<file path="config.mk">
export PLATFORM = sky130hd
export DESIGN_NAME = encoder_level_average_filter
export DESIGN_NICKNAME = d
export VERILOG_FILES = /design/src/elaf_pkg.sv /design/src/elaf_step.sv /design/src/elaf_mean.sv /design/src/encoder_level_average_filter.sv
export SDC_FILE = /design/constraint.sdc
export NUM_CORES = 1
export LEC_CHECK = 0
export ABC_AREA = 1
export BUFFER_PORTS_ARGS = -buffer_cell sky130_fd_sc_hd__buf_4
export CELL_PAD_IN_SITES_DETAIL_PLACEMENT = 1
export CELL_PAD_IN_SITES_GLOBAL_PLACEMENT = 1
export CORE_UTILIZATION = 52
export CTS_BUF_LIST = sky130_fd_sc_hd__clkbuf_16
export DETAILED_ROUTE_END_ITERATION = 12
export PLACE_DENSITY = 0.93
export SLEW_MARGIN = 30
export SYNTH_ARGS = -nofsm -noshare
export SYNTH_HDL_FRONTEND = slang
export SYNTH_SLANG_ARGS = --single-unit
</file>
<file path="constraint.sdc">
create_clock -name clk -period 17.5 [get_ports clk]
set_input_delay 3.5 -clock clk [delete_from_list [all_inputs] [get_ports clk]]
set_output_delay 3.5 -clock clk [all_outputs]
set_load 0.01 [all_outputs]
</file>
<file path="src/elaf_pkg.sv">
// Package with the shared types and constants of the encoder level average filter.
`default_nettype none

package elaf_pkg;

    localparam int AVG_LEN  = 10;
    localparam int LEVEL_W  = 10;
    localparam int TIME_W   = 32;
    localparam int DEB_W    = 8;
    localparam int POS_W    = (AVG_LEN > 1) ? $clog2(AVG_LEN) : 1;
    localparam int SUM_W    = $clog2(AVG_LEN * ((1 << LEVEL_W) - 1) + 1);

    // Exact floor division by AVG_LEN for any sum below 2**SUM_W.
    localparam int DIV_SHIFT = SUM_W + $clog2(AVG_LEN);
    localparam int DIV_MULT  = ((1 << DIV_SHIFT) + AVG_LEN - 1) / AVG_LEN;
    localparam int MULT_W    = $clog2(DIV_MULT + 1);
    localparam int PROD_W    = SUM_W + MULT_W;

    localparam logic [DEB_W-1:0]   DEBOUNCE_RESET  = DEB_W'(10);
    localparam logic [LEVEL_W-1:0] LEVEL_MIN_RESET = LEVEL_W'(0);
    localparam logic [LEVEL_W-1:0] LEVEL_MAX_RESET = LEVEL_W'(100);
    localparam logic [LEVEL_W-1:0] LEVEL_RESET     = LEVEL_W'(1);

    localparam int CFG_IDX_W  = 2;
    localparam int CFG_DATA_W = LEVEL_W;
    localparam logic [CFG_IDX_W-1:0] CFG_DEBOUNCE  = 2'd0;
    localparam logic [CFG_IDX_W-1:0] CFG_LEVEL_MIN = 2'd1;
    localparam logic [CFG_IDX_W-1:0] CFG_LEVEL_MAX = 2'd2;

    typedef struct packed {
        logic [TIME_W-1:0] now_ms;
        logic              dir_level;
    } evt_t;

    typedef struct packed {
        logic               accepted;
        logic [LEVEL_W-1:0] level;
        logic [LEVEL_W-1:0] mean_level;
        logic               changed;
    } res_t;

    typedef struct packed {
        logic [DEB_W-1:0]   debounce_ms;
        logic [LEVEL_W-1:0] level_min;
        logic [LEVEL_W-1:0] level_max;
    } cfg_t;

    typedef struct packed {
        logic               accepted;
        logic [LEVEL_W-1:0] level;
        logic [SUM_W-1:0]   sum;
    } mid_t;

endpackage

`default_nettype wire

</file>
<file path="src/elaf_step.sv">
// Debounce, saturating level step, ring buffer and running sum of the filter.
`default_nettype none

module elaf_step (
    input  wire logic          clk,
    input  wire logic          rst_n,
    input  wire logic          fire,
    input  wire elaf_pkg::evt_t evt_in,
    input  wire elaf_pkg::cfg_t cfg,
    output elaf_pkg::mid_t     mid
);

    logic [elaf_pkg::TIME_W-1:0]  last_time_reg, last_time_next;
    logic [elaf_pkg::LEVEL_W-1:0] level_reg, level_next;
    logic [elaf_pkg::POS_W-1:0]   pos_reg, pos_next;
    logic [elaf_pkg::SUM_W-1:0]   sum_reg, sum_next;
    logic [elaf_pkg::LEVEL_W-1:0] hist_reg [elaf_pkg::AVG_LEN];
    elaf_pkg::mid_t               mid_reg, mid_next;

    logic [elaf_pkg::TIME_W-1:0]  delta;
    logic                         pass;

    assign delta = evt_in.now_ms - last_time_reg;
    assign pass  = delta >= {{(elaf_pkg::TIME_W - elaf_pkg::DEB_W){1'b0}}, cfg.debounce_ms};

    always_comb
    begin
        last_time_next = last_time_reg;
        level_next     = level_reg;
        pos_next       = pos_reg;
        sum_next       = sum_reg;
        if (pass)
        begin
            last_time_next = evt_in.now_ms;
            if (!evt_in.dir_level)
            begin
                if (level_reg > cfg.level_min)
                begin
                    level_next = level_reg - 1'b1;
                end
            end
            else
            begin
                if (level_reg < cfg.level_max)
                begin
                    level_next = level_reg + 1'b1;
                end
            end
            sum_next = sum_reg - elaf_pkg::SUM_W'(hist_reg[pos_reg])
                     + elaf_pkg::SUM_W'(level_next);
            if (pos_reg == elaf_pkg::POS_W'(elaf_pkg::AVG_LEN - 1))
            begin
                pos_next = '0;
            end
            else
            begin
                pos_next = pos_reg + 1'b1;
            end
        end
        mid_next.accepted = pass;
        mid_next.level    = level_next;
        mid_next.sum      = sum_next;
    end

    always_ff @(posedge clk or negedge rst_n)
    begin
        if (!rst_n)
        begin
            last_time_reg <= '0;
            level_reg     <= elaf_pkg::LEVEL_RESET;
            pos_reg       <= '0;
            sum_reg       <= '0;
            for (int i = 0; i < elaf_pkg::AVG_LEN; i++)
            begin
                hist_reg[i] <= '0;
            end
        end
        else if (fire)
        begin
            last_time_reg <= last_time_next;
            level_reg     <= level_next;
            pos_reg       <= pos_next;
            sum_reg       <= sum_next;
            if (pass)
            begin
                hist_reg[pos_reg] <= level_next;
            end
        end
    end

    always_ff @(posedge clk)
    begin
        if (fire)
        begin
            mid_reg <= mid_next;
        end
    end

    assign mid = mid_reg;

endmodule

`default_nettype wire

</file>
<file path="src/elaf_mean.sv">
// Mean by reciprocal multiplication, change detection and the result register.
`default_nettype none

module elaf_mean (
    input  wire logic           clk,
    input  wire logic           rst_n,
    input  wire logic           fire,
    input  wire elaf_pkg::mid_t mid,
    output elaf_pkg::res_t      res
);

    logic [elaf_pkg::PROD_W-1:0]  prod;
    logic [elaf_pkg::LEVEL_W-1:0] mean;
    logic                         chg;

    // The reported flag stands in for the "nothing reported yet" reset mark.
    logic                         reported_reg, reported_next;
    logic [elaf_pkg::LEVEL_W-1:0] last_mean_reg, last_mean_next;
    elaf_pkg::res_t               res_reg, res_next;

    assign prod = elaf_pkg::PROD_W'(mid.sum) * elaf_pkg::PROD_W'(elaf_pkg::DIV_MULT);
    assign mean = prod[elaf_pkg::DIV_SHIFT +: elaf_pkg::LEVEL_W];
    assign chg  = mid.accepted && (!reported_reg || (mean != last_mean_reg));

    always_comb
    begin
        reported_next  = reported_reg;
        last_mean_next = last_mean_reg;
        if (chg)
        begin
            reported_next  = 1'b1;
            last_mean_next = mean;
        end
        res_next.accepted   = mid.accepted;
        res_next.level      = mid.level;
        res_next.mean_level = mean;
        res_next.changed    = chg;
    end

    always_ff @(posedge clk or negedge rst_n)
    begin
        if (!rst_n)
        begin
            reported_reg <= 1'b0;
        end
        else if (fire)
        begin
            reported_reg <= reported_next;
        end
    end

    always_ff @(posedge clk)
    begin
        if (fire)
        begin
            last_mean_reg <= last_mean_next;
            res_reg       <= res_next;
        end
    end

    assign res = res_reg;

endmodule

`default_nettype wire

</file>
<file path="src/encoder_level_average_filter.sv">
// Top level of the encoder level average filter: handshakes, configuration and pipeline control.
// A transaction moves through the input, step stage and result registers in turn.
// Throughput: one transaction per cycle while results are taken; the debounce, level and
// running sum stage carries its state from one transaction to the next.
// The mean stage divides by a constant reciprocal multiply and compares with the last mean.
// Reset (rst_n, asynchronous, active low) empties the pipeline, loads the register
// defaults and clears the ring buffer, the running sum and the reported flag.
`default_nettype none

module encoder_level_average_filter (
    input  wire logic                              clk,
    input  wire logic                              rst_n,
    input  wire logic                              evt_valid,
    output logic                                   evt_ready,
    input  wire elaf_pkg::evt_t                    evt,
    output logic                                   res_valid,
    input  wire logic                              res_ready,
    output elaf_pkg::res_t                         res,
    input  wire logic                              cfg_we,
    input  wire logic [elaf_pkg::CFG_IDX_W-1:0]    cfg_index,
    input  wire logic [elaf_pkg::CFG_DATA_W-1:0]   cfg_wdata
);

    // Configuration registers. Writes to indexes past the list are dropped.
    elaf_pkg::cfg_t cfg_reg;

    always_ff @(posedge clk or negedge rst_n)
    begin
        if (!rst_n)
        begin
            cfg_reg.debounce_ms <= elaf_pkg::DEBOUNCE_RESET;
            cfg_reg.level_min   <= elaf_pkg::LEVEL_MIN_RESET;
            cfg_reg.level_max   <= elaf_pkg::LEVEL_MAX_RESET;
        end
        else if (cfg_we)
        begin
            unique case (cfg_index)
                elaf_pkg::CFG_DEBOUNCE:  cfg_reg.debounce_ms <= cfg_wdata[elaf_pkg::DEB_W-1:0];
                elaf_pkg::CFG_LEVEL_MIN: cfg_reg.level_min   <= cfg_wdata;
                elaf_pkg::CFG_LEVEL_MAX: cfg_reg.level_max   <= cfg_wdata;
                default:                 ;
            endcase
        end
    end

    // Three stages: input register, step stage register and result register.
    // Each stage moves on whenever the stage after it is empty or moving.
    logic           in_valid_reg;
    logic           mid_valid_reg;
    logic           out_valid_reg;
    elaf_pkg::evt_t in_data_reg;
    elaf_pkg::mid_t mid;

    logic out_adv;
    logic mid_adv;
    logic in_fire;
    logic step_fire;
    logic mean_fire;

    assign out_adv   = !out_valid_reg || res_ready;
    assign mid_adv   = !mid_valid_reg || out_adv;
    assign evt_ready = !in_valid_reg || mid_adv;
    assign in_fire   = evt_valid && evt_ready;
    assign step_fire = in_valid_reg && mid_adv;
    assign mean_fire = mid_valid_reg && out_adv;

    always_ff @(posedge clk or negedge rst_n)
    begin
        if (!rst_n)
        begin
            in_valid_reg  <= 1'b0;
            mid_valid_reg <= 1'b0;
            out_valid_reg <= 1'b0;
        end
        else
        begin
            if (evt_ready)
            begin
                in_valid_reg <= evt_valid;
            end
            if (mid_adv)
            begin
                mid_valid_reg <= in_valid_reg;
            end
            if (out_adv)
            begin
                out_valid_reg <= mid_valid_reg;
            end
        end
    end

    always_ff @(posedge clk)
    begin
        if (in_fire)
        begin
            in_data_reg <= evt;
        end
    end

    // Step stage: state advances once per transaction, strictly in arrival order.
    elaf_step u_step (
        .clk    (clk),
        .rst_n  (rst_n),
        .fire   (step_fire),
        .evt_in (in_data_reg),
        .cfg    (cfg_reg),
        .mid    (mid)
    );

    // Mean stage: owns the last reported mean and the result register.
    elaf_mean u_mean (
        .clk   (clk),
        .rst_n (rst_n),
        .fire  (mean_fire),
        .mid   (mid),
        .res   (res)
    );

    assign res_valid = out_valid_reg;

    // The input side stalls only when every stage is full and the result is held.
    assert property (@(posedge clk) disable iff (!rst_n)
        !evt_ready |-> (in_valid_reg && mid_valid_reg && out_valid_reg && !res_ready))
        else $error("input stalled with room in the pipeline");

    // A change of mean is only ever reported for an edge that passed debounce.
    assert property (@(posedge clk) disable iff (!rst_n)
        (res_valid && res.changed) |-> res.accepted)
        else $error("change reported for a rejected edge");

    // A held input stage keeps its transaction until the step stage takes it.
    assert property (@(posedge clk) disable iff (!rst_n)
        (in_valid_reg && !mid_adv) |=> (in_valid_reg && $stable(in_data_reg)))
        else $error("input stage lost or altered a held transaction");

    // A stalled step stage must not advance the filter state.
    assert property (@(posedge clk) disable iff (!rst_n)
        (mid_valid_reg && !out_adv) |=> (mid_valid_reg && $stable(mid)))
        else $error("step stage changed while stalled");

endmodule

`default_nettype wire

</file>
==> flow_summary.ini <==
[final_layout]
fin_nets = 2803
area_delta_synth_final_pct = 10.11
n_antenna_cell = 0
n_fill_cell = 4542
largest_register_ffs = 100
drive_gt1_frac = 0.06625

[placement]
io_buffer_count = 73
hpwl_microns = 44940
routabilityCongestion = 0.9208

[synth]
synth.top_cell.area_share = 0.2363
avgSynthCellArea_sq_um = 8.023
async_flop_share = 0.6809
synth_warnings = 0
ys_types = 47
synth_common_cells = 726 x nand2_1, 403 x inv_1, 186 x dfrtp_1
synth_cells = 2455
yosysTopAreaCell = dfrtp_1
ys_seq_area_frac = 0.3815
synth.ff_latch_count = 282
synth.area.top_cells = dfrtp_1 24%, nand2_1 14%, edfxtp_1 14%
synth_edf_count = 90
yosysMostFrequentCell = nand2_1
synthFlopType = dfrtp_1
synth_area_sq_mm = 0.01970
syn_nets = 2747

[setup_path]
cp.arrival_ns = 4.21
worst_ep_required_time_ns = 14.00
rr_startpoint = u_step.mid[8]$_DFFE_PP_
slowest_stage = nor2_1
crit_path_max_incr_delay_ns = 0.18
cp-startpoint = res_ready
cp-end-kind = output port
crit_buf_inv = 3
reg2reg_depth = 26
crit_chain = buf_4 > inv_1 > nand2_1 > nor2_1 > nand2_1 > buf_4
cp_max_fo = 3
criticalPathCategory = input pin to output port
regToRegSetupSlack_ns = 10.76
startpoint_type = input pin
crit_family = simple AND/OR/NAND/NOR gates
worstSetupPathDepth = 6
r2r-end = u_mean.last_mean_reg[4]$_DFFE_PP_

[routing]
via_count = 17424
ant_nets = 0
wl_per_cell_microns = 20.78
totalWireLength_microns = 63160
route.detailed.drc = 0
drt-initial-drc-count = 1145
via_per_inst = 5.732
dr.pass1.iters = 6

[timing]
rsz0062_at_grt = no
fin_crit_sh = 0.4406
tns_ns = 0
setup_viol = 0
worst_pin_slew_ns = 1.028
fin_crit_ns = 7.711
finalHoldViolations = 0
skew_ns = 0.01717
fmax_ghz = 0.1297
slew_violations = 0
relSlewSlack = 0.2971

[global_routing]
grt_max_degree = 109
antenna_found_initial = 0
grt_first_pass_wirelength_microns = 102400
grt.total_usage = 0.3363
grt.overflow.total = 0
grt_pass1_vias = 19607

[clock_tree]
tritoncts = done
cts_setup_buffers = 0
cts_root_buf = clkbuf_16
clk_path_buf_depth = 3
cts-htree-levels = 1
cts-buffers-inserted = 31
clk_pin_slew_ns = 0.06
cts_resized = 0
cts_num_sinks = 282
clk_latency_ns = 0.61
cts_hold_buf = 0

[floorplan]
core-area_sq_mm = 0.03696
die_x_microns = 196.6
die_h_microns = 196.6
start_util = 0.5329
io_pins = 74
die_area_sq_mm = 0.03866
core.rowCount = 70

[min_path]
hp-start = u_step.mid[19]$_DFFE_PP_
hold_path_end = u_mean.res[16]$_DFFE_PP_
min_path_type = flip-flop to flip-flop
whs_path_depth = 0

[job]
maxCapViolations = 0

[status]
status = complete, no violations
[worst reg2reg max path, stage by stage, from the launching register on]
cell      delay [ns]
edfxtp_1        0.52
ha_1            0.44
fa_1            0.52
fa_1            0.52
inv_1           0.06
fa_1            0.54
inv_1           0.06
fa_1            0.51
inv_1           0.06
fa_1            0.51
inv_1           0.04
ha_1            0.33
a21oi_1         0.21
inv_1           0.06
a21oi_1         0.18
o21ai_0         0.11
nor2_1          0.15
nand2_1         0.12
nand2_1         0.12
nand2_1         0.07
nand2_1         0.10
nand2_1         0.10
nand2_1         0.09
a21oi_1         0.08
nand3_1         0.09
nand2_1         0.08
nor2_1          0.70
[logic make-up (layout without fill, tap and decap cells)]
| group | Yosys count | in the layout | share of synthesized area |
|---|---|---|---|
| and+or+nand+nor | 1053 | 1053 | 0.2167 |
| buffers and inverters | 481 | 562 | 0.09656 |
| AOI/OAI and AO/OA | 347 | 347 | 0.09992 |
| DFF | 282 | 282 | 0.3815 |
| adders and majority gates | 242 | 242 | 0.1808 |
| xor gates and xnor gates | 50 | 50 | 0.02446 |
[through the flow]
| step | utilization | hold WS, ns | cell area, sq um | setup slack [ns] | instances |
|---|---|---|---|---|---|
| global route | 0.5868 | 0.4271 | 21690 | 9.745 | 3040 |
| global placement | 0.5580 | 0.4055 | 20620 | 9.904 | 2982 |
| floorplan | - | 0.4003 | 19700 | 10.17 | 2455 |
| detailed placement | 0.5580 | 0.4070 | 20620 | 9.806 | 2982 |
| finish | 0.5868 | 0.4234 | 21690 | 9.789 | 3040 |
| CTS | 0.5863 | 0.4222 | 21670 | 9.804 | 3040 |
[routing by layer]
metal	up-vias	global-route usage	share of wire
met5	-	0	0
met4	0	0.1949	0.063
met3	258	0.04843	0.052
met2	625	0.5977	0.50
met1	8627	0.3868	0.38
li1	7914	-	-
[placed cells by master, fill, tap and decap left out, types with 3 or more instances in the layout]
| cell type | instances |
|---|---|
| a2111oi_0 | 6 |
| a2111oi_1 | 3 |
| a21boi_0 | 4 |
| a21o_1 | 11 |
| a21oi_1 | 131 |
| a22oi_1 | 40 |
| and2_1 | 4 |
| buf_4 | 76 |
| bufinv_16 | 5 |
| clkbuf_16 | 31 |
| clkinv_1 | 18 |
| clkinv_2 | 5 |
| dfrtp_1 | 186 |
| dfstp_2 | 6 |
| edfxtp_1 | 90 |
| fa_1 | 71 |
| ha_1 | 171 |
| inv_1 | 406 |
| inv_2 | 14 |
| nand2_1 | 726 |
| nand3_1 | 79 |
| nand3_2 | 10 |
| nand3b_1 | 9 |
| nand4_1 | 21 |
| nor2_1 | 178 |
| nor2_2 | 4 |
| nor3_1 | 15 |
| o21ai_0 | 116 |
| o21ai_1 | 16 |
| o21ai_2 | 5 |
| o21bai_1 | 7 |
| xnor2_1 | 7 |
| xor2_1 | 40 |
[worst max path at each step]
| stage | to | slack (ns) |
|---|---|---|
| detailed placement | evt_ready | 9.81 |
| finish | evt_ready | 9.79 |
| global route | evt_ready | 9.74 |
| floorplan | evt_ready | 10.17 |
| CTS | evt_ready | 9.80 |
| global placement | evt_ready | 9.90 |
[area by class of cell]
| class | count | area, sq um | area share |
|---|---|---|---|
| tap | 504 | 630.6 | 0.02908 |
| clock inverter | 27 | 267.8 | 0.01235 |
| clock buffer | 31 | 775.7 | 0.03577 |
| inverter | 425 | 1595 | 0.07355 |
| sequential | 282 | 7515 | 0.3465 |
| timing repair buffer | 79 | 606.8 | 0.02798 |
| multi-input combinational | 1692 | 10300 | 0.4748 |
Power is left out: the tool's default activity adds up to more than one toggle a clock period on the data nets, which glitch-free logic cannot reach.
